File: config.mk
export PLATFORM = sky130hd
export DESIGN_NAME = biquad_df1_filter_q15
export DESIGN_NICKNAME = d
export VERILOG_FILES = /design/src/sv/bdf1_pkg.sv /design/src/sv/biquad_df1_filter_q15.sv /design/src/sv/bdf1_csr.sv /design/src/sv/bdf1_sequencer.sv /design/src/sv/bdf1_datapath.sv
export SDC_FILE = /design/constraint.sdc
export NUM_CORES = 2
export LEC_CHECK = 0
export BUFFER_PORTS_ARGS = -buffer_cell sky130_fd_sc_hd__clkbuf_2
export CAP_MARGIN = 20
export CORE_MARGIN = 10
export CORE_UTILIZATION = 40
export DETAILED_ROUTE_END_ITERATION = 10
export GPL_TIMING_DRIVEN = 0
export PLACE_DENSITY = 0.58
export RECOVER_POWER = 50
export SLEW_MARGIN = 20
export SYNTH_ARGS = -nofsm -noshare
export SYNTH_HDL_FRONTEND = slang
export SYNTH_SLANG_ARGS = --single-unit
File: constraint.sdc
create_clock -name clock -period 8.3 [get_ports clock]
set_clock_uncertainty 0.1 [all_clocks]
set_input_delay 0.83 -clock clock [delete_from_list [all_inputs] [get_ports clock]]
set_output_delay 0.83 -clock clock [all_outputs]
set_load 0.02 [all_outputs]
File: src/sv/bdf1_pkg.sv
// Shared types, constants and the microcode table of the biquad filter.
package bdf1_pkg;

   localparam int SAMPLE_BITS    = 16;
   localparam int COEF_BITS      = 18;
   localparam int COEF_FRAC_BITS = 15;
   localparam int ACC_BITS       = 32;
   localparam int LEVEL_BITS     = 8;
   localparam int LEVEL_SHIFT    = 8;
   localparam int PROD_BITS      = COEF_BITS + ACC_BITS;
   localparam int SCALED_BITS    = PROD_BITS - LEVEL_SHIFT;
   localparam int CSR_INDEX_BITS = 3;
   localparam int STEP_BITS      = 3;

   localparam logic [CSR_INDEX_BITS-1:0] CSR_COEF_B0   = 3'd0;
   localparam logic [CSR_INDEX_BITS-1:0] CSR_COEF_B1   = 3'd1;
   localparam logic [CSR_INDEX_BITS-1:0] CSR_COEF_B2   = 3'd2;
   localparam logic [CSR_INDEX_BITS-1:0] CSR_COEF_A1   = 3'd3;
   localparam logic [CSR_INDEX_BITS-1:0] CSR_COEF_A2   = 3'd4;
   localparam logic [CSR_INDEX_BITS-1:0] CSR_OUT_LEVEL = 3'd5;

   localparam logic signed [COEF_BITS-1:0] COEF_B0_RESET   = 18'sd32767;
   localparam logic [LEVEL_BITS-1:0]       OUT_LEVEL_RESET = 8'd255;

   typedef logic [STEP_BITS-1:0] step_type;

   localparam step_type STEP_TAKE   = 3'd0;
   localparam step_type STEP_MUL_B1 = 3'd1;
   localparam step_type STEP_MUL_B2 = 3'd2;
   localparam step_type STEP_MUL_A1 = 3'd3;
   localparam step_type STEP_MUL_A2 = 3'd4;
   localparam step_type STEP_LAST   = 3'd5;
   localparam step_type STEP_LEVEL  = 3'd6;
   localparam step_type STEP_OUTPUT = 3'd7;

   typedef struct packed {
      logic signed [SAMPLE_BITS-1:0] sample_in;
      logic                          frame_end_in;
   } req_payload_type;

   typedef struct packed {
      logic signed [SAMPLE_BITS-1:0] sample_out;
      logic                          clipped;
      logic                          frame_end_out;
   } rsp_payload_type;

   typedef struct packed {
      logic signed [COEF_BITS-1:0] b0;
      logic signed [COEF_BITS-1:0] b1;
      logic signed [COEF_BITS-1:0] b2;
      logic signed [COEF_BITS-1:0] a1;
      logic signed [COEF_BITS-1:0] a2;
      logic [LEVEL_BITS-1:0]       level;
   } coef_type;

   typedef enum logic [2:0] {
      MUL_A_B0,
      MUL_A_B1,
      MUL_A_B2,
      MUL_A_A1,
      MUL_A_A2,
      MUL_A_LEVEL
   } mul_a_sel_type;

   typedef enum logic [2:0] {
      MUL_B_REQ,
      MUL_B_X1,
      MUL_B_X2,
      MUL_B_Y1,
      MUL_B_Y2,
      MUL_B_ACC
   } mul_b_sel_type;

   typedef enum logic [1:0] {
      ACC_HOLD,
      ACC_CLEAR,
      ACC_ADD,
      ACC_SUB
   } acc_op_type;

   typedef enum logic [1:0] {
      COND_ALWAYS,
      COND_REQ,
      COND_RSP_FREE
   } cond_type;

   typedef struct packed {
      mul_a_sel_type mul_a;
      mul_b_sel_type mul_b;
      acc_op_type    acc_op;
      logic          hist_upd;
      cond_type      cond;
      step_type      target;
   } ucode_type;

   typedef struct packed {
      mul_a_sel_type mul_a;
      mul_b_sel_type mul_b;
      acc_op_type    acc_op;
      logic          hist_upd;
      logic          take_in;
      logic          out_load;
   } ctrl_type;

   function automatic ucode_type micro_word(input step_type step);
      ucode_type w;
      unique case (step)
         STEP_TAKE:   w = '{MUL_A_B0,    MUL_B_REQ, ACC_CLEAR, 1'b0, COND_REQ,      STEP_MUL_B1};
         STEP_MUL_B1: w = '{MUL_A_B1,    MUL_B_X1,  ACC_ADD,   1'b0, COND_ALWAYS,   STEP_MUL_B2};
         STEP_MUL_B2: w = '{MUL_A_B2,    MUL_B_X2,  ACC_ADD,   1'b0, COND_ALWAYS,   STEP_MUL_A1};
         STEP_MUL_A1: w = '{MUL_A_A1,    MUL_B_Y1,  ACC_ADD,   1'b0, COND_ALWAYS,   STEP_MUL_A2};
         STEP_MUL_A2: w = '{MUL_A_A2,    MUL_B_Y2,  ACC_SUB,   1'b0, COND_ALWAYS,   STEP_LAST};
         STEP_LAST:   w = '{MUL_A_LEVEL, MUL_B_ACC, ACC_SUB,   1'b0, COND_ALWAYS,   STEP_LEVEL};
         STEP_LEVEL:  w = '{MUL_A_LEVEL, MUL_B_ACC, ACC_HOLD,  1'b1, COND_ALWAYS,   STEP_OUTPUT};
         STEP_OUTPUT: w = '{MUL_A_LEVEL, MUL_B_ACC, ACC_HOLD,  1'b0, COND_RSP_FREE, STEP_TAKE};
      endcase
      return w;
   endfunction

endpackage

File: src/sv/biquad_df1_filter_q15.sv
// Top level of the direct form 1 biquad filter with Q15 coefficients.
//
//   channel  direction  handshake             payload
//   req_     in         req_valid/req_stall   req_payload (sample_in, frame_end_in)
//   rsp_     out        rsp_valid/rsp_stall   rsp_payload (sample_out, clipped, frame_end_out)
//   csr_     in         csr_valid/csr_ready   csr_index, csr_wdata
//
// For each item the microcode steps the one shared 18x32 multiplier
// through five taps and the level gain, then loads the output register.
// A new item is taken while the previous result still waits in the output register.
// A stalled result holds the sequencer on its output step until the transfer.
// Synchronous reset clears the history and loads the reset coefficients.
module biquad_df1_filter_q15
   import bdf1_pkg::*;
(
   input  logic                      clock,
   input  logic                      reset,
   input  logic                      req_valid,
   output logic                      req_stall,
   input  req_payload_type           req_payload,
   output logic                      rsp_valid,
   input  logic                      rsp_stall,
   output rsp_payload_type           rsp_payload,
   input  logic                      csr_valid,
   output logic                      csr_ready,
   input  logic [CSR_INDEX_BITS-1:0] csr_index,
   input  logic [COEF_BITS-1:0]      csr_wdata
);

   coef_type coef;
   ctrl_type ctrl;
   logic     rsp_valid_ff;
   logic     rsp_valid_in;
   logic     rsp_free;

   assign rsp_free  = !rsp_valid_ff || !rsp_stall;
   assign rsp_valid = rsp_valid_ff;

   bdf1_csr u_csr (
      .clock     (clock),
      .reset     (reset),
      .csr_valid (csr_valid),
      .csr_ready (csr_ready),
      .csr_index (csr_index),
      .csr_wdata (csr_wdata),
      .coef      (coef)
   );

   bdf1_sequencer u_sequencer (
      .clock     (clock),
      .reset     (reset),
      .req_valid (req_valid),
      .req_stall (req_stall),
      .rsp_free  (rsp_free),
      .ctrl      (ctrl)
   );

   bdf1_datapath u_datapath (
      .clock       (clock),
      .reset       (reset),
      .ctrl        (ctrl),
      .coef        (coef),
      .req_payload (req_payload),
      .rsp_payload (rsp_payload)
   );

   always_comb begin
      priority if (ctrl.out_load) begin
         rsp_valid_in = 1'b1;
      end else if (rsp_valid_ff && !rsp_stall) begin
         rsp_valid_in = 1'b0;
      end else begin
         rsp_valid_in = rsp_valid_ff;
      end
   end

   always_ff @(posedge clock) begin
      if (reset) begin
         rsp_valid_ff <= 1'b0;
      end else begin
         rsp_valid_ff <= rsp_valid_in;
      end
   end

   a_one_transfer_per_item: assert property (@(posedge clock) disable iff (reset)
      (req_valid && !req_stall) |=> req_stall)
      else $error("input transfer taken on two cycles in a row");

   a_no_overwrite: assert property (@(posedge clock) disable iff (reset)
      ctrl.out_load |-> !(rsp_valid_ff && rsp_stall))
      else $error("result register loaded while a stalled result waits");

   a_valid_from_load: assert property (@(posedge clock) disable iff (reset)
      $rose(rsp_valid_ff) |-> $past(ctrl.out_load))
      else $error("result valid rose without a result load");

endmodule

File: src/sv/bdf1_csr.sv
// Coefficient and output level registers written through the configuration port.
module bdf1_csr
   import bdf1_pkg::*;
(
   input  logic                      clock,
   input  logic                      reset,
   input  logic                      csr_valid,
   output logic                      csr_ready,
   input  logic [CSR_INDEX_BITS-1:0] csr_index,
   input  logic [COEF_BITS-1:0]      csr_wdata,
   output coef_type                  coef
);

   coef_type coef_ff;
   coef_type coef_in;

   assign csr_ready = 1'b1;
   assign coef      = coef_ff;

   always_comb begin
      coef_in = coef_ff;
      if (csr_valid && csr_ready) begin
         unique case (csr_index)
            CSR_COEF_B0:   coef_in.b0    = csr_wdata;
            CSR_COEF_B1:   coef_in.b1    = csr_wdata;
            CSR_COEF_B2:   coef_in.b2    = csr_wdata;
            CSR_COEF_A1:   coef_in.a1    = csr_wdata;
            CSR_COEF_A2:   coef_in.a2    = csr_wdata;
            CSR_OUT_LEVEL: coef_in.level = csr_wdata[LEVEL_BITS-1:0];
            default:       coef_in = coef_ff;
         endcase
      end
   end

   always_ff @(posedge clock) begin
      if (reset) begin
         coef_ff.b0    <= COEF_B0_RESET;
         coef_ff.b1    <= '0;
         coef_ff.b2    <= '0;
         coef_ff.a1    <= '0;
         coef_ff.a2    <= '0;
         coef_ff.level <= OUT_LEVEL_RESET;
      end else begin
         coef_ff <= coef_in;
      end
   end

endmodule

File: src/sv/bdf1_sequencer.sv
// Step counter and microcode table that issue one control word per cycle.
module bdf1_sequencer
   import bdf1_pkg::*;
(
   input  logic     clock,
   input  logic     reset,
   input  logic     req_valid,
   output logic     req_stall,
   input  logic     rsp_free,
   output ctrl_type ctrl
);

   step_type  step_ff;
   step_type  step_in;
   ucode_type word;
   logic      go;

   assign word      = micro_word(step_ff);
   assign req_stall = (word.cond != COND_REQ);

   always_comb begin
      unique case (word.cond)
         COND_ALWAYS:   go = 1'b1;
         COND_REQ:      go = req_valid;
         COND_RSP_FREE: go = rsp_free;
         default:       go = 1'b0;
      endcase
      step_in = go ? word.target : step_ff;
   end

   always_comb begin
      ctrl.mul_a    = word.mul_a;
      ctrl.mul_b    = word.mul_b;
      ctrl.acc_op   = word.acc_op;
      ctrl.hist_upd = word.hist_upd;
      ctrl.take_in  = (word.cond == COND_REQ) && go;
      ctrl.out_load = (word.cond == COND_RSP_FREE) && go;
   end

   always_ff @(posedge clock) begin
      if (reset) begin
         step_ff <= STEP_TAKE;
      end else begin
         step_ff <= step_in;
      end
   end

endmodule

File: src/sv/bdf1_datapath.sv
// Shared multiplier, wrapping accumulator, filter history and output saturation.
module bdf1_datapath
   import bdf1_pkg::*;
(
   input  logic            clock,
   input  logic            reset,
   input  ctrl_type        ctrl,
   input  coef_type        coef,
   input  req_payload_type req_payload,
   output rsp_payload_type rsp_payload
);

   localparam logic signed [SCALED_BITS-1:0] SAT_MAX =
      SCALED_BITS'({1'b0, {(SAMPLE_BITS-1){1'b1}}});
   localparam logic signed [SCALED_BITS-1:0] SAT_MIN = -SAT_MAX - 1;

   logic signed [SAMPLE_BITS-1:0] x_ff;
   logic                          fe_ff;
   logic signed [SAMPLE_BITS-1:0] x1_ff;
   logic signed [SAMPLE_BITS-1:0] x2_ff;
   logic signed [ACC_BITS-1:0]    y1_ff;
   logic signed [ACC_BITS-1:0]    y2_ff;
   logic signed [ACC_BITS-1:0]    acc_ff;
   logic signed [ACC_BITS-1:0]    acc_in;
   logic signed [PROD_BITS-1:0]   prod_ff;
   logic signed [COEF_BITS-1:0]   mul_a;
   logic signed [ACC_BITS-1:0]    mul_b;
   logic signed [ACC_BITS-1:0]    term;
   logic signed [SCALED_BITS-1:0] scaled;
   rsp_payload_type               rsp_in;
   rsp_payload_type               rsp_ff;

   assign term        = prod_ff[COEF_FRAC_BITS+ACC_BITS-1:COEF_FRAC_BITS];
   assign scaled      = prod_ff[PROD_BITS-1:LEVEL_SHIFT];
   assign rsp_payload = rsp_ff;

   always_comb begin
      unique case (ctrl.mul_a)
         MUL_A_B0:    mul_a = coef.b0;
         MUL_A_B1:    mul_a = coef.b1;
         MUL_A_B2:    mul_a = coef.b2;
         MUL_A_A1:    mul_a = coef.a1;
         MUL_A_A2:    mul_a = coef.a2;
         MUL_A_LEVEL: mul_a = {{(COEF_BITS-LEVEL_BITS){1'b0}}, coef.level};
         default:     mul_a = '0;
      endcase
   end

   always_comb begin
      unique case (ctrl.mul_b)
         MUL_B_REQ: mul_b = {{(ACC_BITS-SAMPLE_BITS){req_payload.sample_in[SAMPLE_BITS-1]}},
                             req_payload.sample_in};
         MUL_B_X1:  mul_b = {{(ACC_BITS-SAMPLE_BITS){x1_ff[SAMPLE_BITS-1]}}, x1_ff};
         MUL_B_X2:  mul_b = {{(ACC_BITS-SAMPLE_BITS){x2_ff[SAMPLE_BITS-1]}}, x2_ff};
         MUL_B_Y1:  mul_b = y1_ff;
         MUL_B_Y2:  mul_b = y2_ff;
         MUL_B_ACC: mul_b = acc_ff;
         default:   mul_b = '0;
      endcase
   end

   always_comb begin
      unique case (ctrl.acc_op)
         ACC_HOLD:  acc_in = acc_ff;
         ACC_CLEAR: acc_in = '0;
         ACC_ADD:   acc_in = acc_ff + term;
         ACC_SUB:   acc_in = acc_ff - term;
         default:   acc_in = acc_ff;
      endcase
   end

   // Saturation counts reaching a limit exactly as a clip.
   always_comb begin
      rsp_in.frame_end_out = fe_ff;
      priority if (scaled >= SAT_MAX) begin
         rsp_in.sample_out = SAT_MAX[SAMPLE_BITS-1:0];
         rsp_in.clipped    = 1'b1;
      end else if (scaled <= SAT_MIN) begin
         rsp_in.sample_out = SAT_MIN[SAMPLE_BITS-1:0];
         rsp_in.clipped    = 1'b1;
      end else begin
         rsp_in.sample_out = scaled[SAMPLE_BITS-1:0];
         rsp_in.clipped    = 1'b0;
      end
   end

   always_ff @(posedge clock) begin
      prod_ff <= mul_a * mul_b;
      acc_ff  <= acc_in;
      if (ctrl.take_in) begin
         x_ff  <= req_payload.sample_in;
         fe_ff <= req_payload.frame_end_in;
      end
      if (ctrl.out_load) begin
         rsp_ff <= rsp_in;
      end
   end

   always_ff @(posedge clock) begin
      if (reset) begin
         x1_ff <= '0;
         x2_ff <= '0;
         y1_ff <= '0;
         y2_ff <= '0;
      end else if (ctrl.hist_upd) begin
         x1_ff <= x_ff;
         x2_ff <= x1_ff;
         y1_ff <= acc_ff;
         y2_ff <= y1_ff;
      end
   end

endmodule
==> flow_metrics.py <==
metrics = {
    "synthesis": {
        "synth.area.mux_share_pct": 6.019,
        "synthArstFlopShare_pct": 0,
        "synth_warnings": 0,
        "synthSimpleGateAreaFrac_pct": 15.14,
        "synth_ff_type": "dfxtp_1",
        "synth_xor_area_share_pct": 2.638,
        "synth_seq_cells": 318,
        "synth_area_leaders": "fa_1, dfxtp_1, inv_1, edfxtp_1, ha_1",
        "yosys.area.top_type": "fa_1",
        "synth_top_family_by_area": "adder cells",
        "netlist_instances": 3843,
        "synthAdderAreaFrac_pct": 37.57,
        "synth_compound_area_share_pct": 8.621,
        "ys_types": 84,
        "synth_nets": 4591,
        "synth-edff-count": 67,
        "synth.top_cell.area_share_pct": 32.06,
        "avgSynthCellArea_um2": 8.985,
        "yosysSeqAreaShare_pct": 20.38,
        "netlist_area_mm2": 0.03453,
    },
    "layout": {
        "multi_input_area_mm2": 0.02473,
        "finalNetCount": 4725,
        "drive_gt1_share_pct": 9.498,
        "syn2layout_area_growth_pct": 11.95,
        "seqCellArea_mm2": 0.007038,
        "fill_cells": 8478,
        "instances_no_fill": 5146,
    },
    "sta": {
        "finalCritPeriodShare_pct": 97.62,
        "tightest_slew_ns": 2.871,
        "whs_ns": 0.3418,
        "fin_setup_tns_ns": 0,
        "finalCriticalPeriod_ns": 8.102,
        "relSlewSlack_pct": -91.40,
        "max_freq_mhz": 123.4,
        "hold_viol_final": 0,
        "finalSetupViolations": 0,
        "slew_viol_final": 33,
    },
    "floorplan": {
        "initial_core_util_pct": 40.43,
        "pin_count": 64,
        "die_w_um": 313.8,
        "rows": 107,
        "core_mm2": 0.08541,
        "die_area_mm2": 0.09848,
        "die-height_um": 313.8,
    },
    "global_route": {
        "grt_overflow": 0,
        "grt_pass1_vias": 28100,
        "grt_max_degree": 33,
        "grt_pass1_wl_um": 172100,
        "antenna_found_initial": 0,
        "grt_usage_pct": 22.77,
    },
    "clock_tree": {
        "cts_tree": "built",
        "cts_hold_buf": 0,
        "clock-root-buffer": "clkbuf_16",
        "clk_latency_ns": 0.59,
        "htree_levels": 1,
        "cts.sinks": 318,
        "cts_buffers": 31,
        "clk_pin_slew_ns": 0.07,
        "cts_buffer_depth": 3,
    },
    "critical_path": {
        "r2r_end": "u_datapath.prod_ff[41]$_DFF_P_",
        "reg2reg_from": "u_sequencer.word[11]$_DFF_P_",
        "setup.worst_path.start": "u_sequencer.word[11]$_DFF_P_",
        "end_kind": "flip-flop",
        "cp_num_buf_inv": 8,
        "ff2ff_path_depth": 28,
        "crit_path_max_fanout": 10,
        "cp_data_arrival_time_ns": 8.46,
        "reg2reg_slack_ns": 0.20,
        "cp_slowest_stage_delay_ns": 0.61,
        "required_ns": 8.65,
        "crit_family": "adder cells",
        "path_class": "reg -> reg",
        "startpoint_type": "flip-flop",
        "cpMostUsedCell": "fa_1",
        "cp_slowest_cell": "or4_1",
        "crit_end": "u_datapath.prod_ff[41]$_DFF_P_",
        "crit_cells": 28,
    },
    "drt": {
        "met3_length_um": 7661,
        "wl_met1_um": 47700,
        "drt_wl_total_um": 112900,
        "wl_per_cell_um": 21.94,
        "vias": 27340,
        "vias_per_cell": 5.314,
        "top_layer": "met4",
        "antenna_left": 0,
        "first_pass_iters": 6,
        "drt_iter0_drc": 2204,
        "drc": 0,
        "dr_wl_met2_um": 52080,
    },
    "worst_hold_path": {
        "hp-class": "reg -> reg",
        "holdCritStartpoint": "u_datapath.fe_ff$_DFFE_PP_",
    },
    "run": {
        "maxCapViolations": 1,
    },
    "status": {
        "status": "finished with violations",
        "violations": "capacitance limit, slew limit",
    },
    "place": {
        "place_inst": 5064,
        "portBuffers": 62,
        "routabilityCongestion": 0.9346,
        "dp_hpwl_um": 91800,
    },
}
==> layout by cell type, fill, tap and decap left out, drive strengths merged, types with 59 or more instances in the layout <==
| cell | count |
|---|---|
| a21oi | 167 |
| buf | 113 |
| clkbuf | 211 |
| dfxtp | 251 |
| edfxtp | 67 |
| fa | 553 |
| ha | 152 |
| inv | 684 |
| mux2i | 157 |
| nand2 | 506 |
| nor2 | 449 |
| o21ai | 76 |
| xnor2 | 59 |
==> flip-flops by register name, summed over array words and instances (netlist names), 3 cells and up <==
register                count
u_sequencer.word           11
u_datapath.acc_ff          32
u_datapath.y1_ff           32
u_datapath.x2_ff           16
u_sequencer.step_ff         3
u_csr.coef                 98
u_datapath.x_ff            16
u_datapath.rsp_payload     18
u_datapath.y2_ff           32
u_datapath.x1_ff           16
u_datapath.prod_ff         42
==> cells in the mapped netlist, drive strengths merged, types with 21 or more instances <==
library cell / instances
inv: 684
fa: 553
nand2: 506
nor2: 449
dfxtp: 251
a21oi: 167
mux2i: 157
ha: 152
clkbuf: 130
o21ai: 76
edfxtp: 67
xnor2: 59
a21o: 52
nand2b: 52
buf: 50
xor2: 45
nor2b: 42
nand3: 30
and2: 26
nor3: 21
==> layer usage <==
metal / up-vias / GRT usage [%]
met2: 1004 / 37.06
met4: 0 / 8.823
met3: 252 / 3.432
met5: - / 0
li1: 12300 / -
met1: 13780 / 30.28
==> cell type report <==
type / instances / share of cell area [%]
well taps: 1144 / 3.703
plain buffers: 167 / 2.712
flip-flops and latches: 318 / 18.21
clock buffers: 43 / 2.441
multi-input cells: 2660 / 63.97
clock inverters: 14 / 0.3884
inverters: 685 / 6.661
diodes: 1 / 0.006474
repair buffers: 114 / 1.910
==> cells by family after synthesis <==
| family | Yosys count |
|---|---|
| AOI/OAI and AO/OA | 452 |
| xor gates and xnor gates | 104 |
| adders and majority gates | 705 |
| buffers and inverters | 865 |
| DFF | 318 |
| muxes | 189 |
| other | 1 |
| and+or+nand+nor | 1209 |
==> worst min path at each step <==
| stage | slack (ns) | to | cells past startpoint |
|---|---|---|---|
| after floorplan | 0.30 | u_datapath.rsp_payload[0]$_DFFE_PP_ | 0 |
| after global placement | 0.30 | u_datapath.rsp_payload[0]$_DFFE_PP_ | 0 |
| after detailed placement | 0.33 | u_datapath.rsp_payload[0]$_DFFE_PP_ | 0 |
| after CTS | 0.33 | u_datapath.fe_ff$_DFFE_PP_ | 1 |
| after global routing | 0.34 | u_datapath.x_ff[15]$_DFFE_PP_ | 1 |
| final | 0.34 | u_datapath.rsp_payload[0]$_DFFE_PP_ | 0 |
==> timing repair <==
| item | CTS | global route |
|---|---|---|
| buffers inserted | 12 | 24 |
| resized for setup | 150 | 145 |
| pin swaps | 3 | 13 |
| endpoints found under the setup margin | 37 | 27 |
==> stage by stage <==
| step | worst slack, ns | util (%) | area (um^2) |
|---|---|---|---|
| 4_1_cts | 0.001110 | 44.63 | 38120 |
| 6_report | 0.1975 | 45.26 | 38660 |
| 5_1_grt | -0.04325 | 45.25 | 38650 |
| 2_1_floorplan | 0.7693 | - | 34530 |
| 3_5_place_dp | -1.555 | 42.77 | 36530 |
| 3_3_place_gp | -1.626 | 42.46 | 36270 |
==> worst register-to-register path: cells and delay by family (launching register included) <==
kind / cells / cell delay (ns)
muxes: 1 / 0.59
xor gates and xnor gates: 1 / 0.13
AOI/OAI and AO/OA: 3 / 0.65
buffers and inverters: 8 / 0.99
and+or+nand+nor: 8 / 1.78
DFF: 1 / 0.32
adders and majority gates: 7 / 3.42
Power is not shown: default switching activity piles up to over one toggle a cycle in this logic, so the estimate is an artifact.
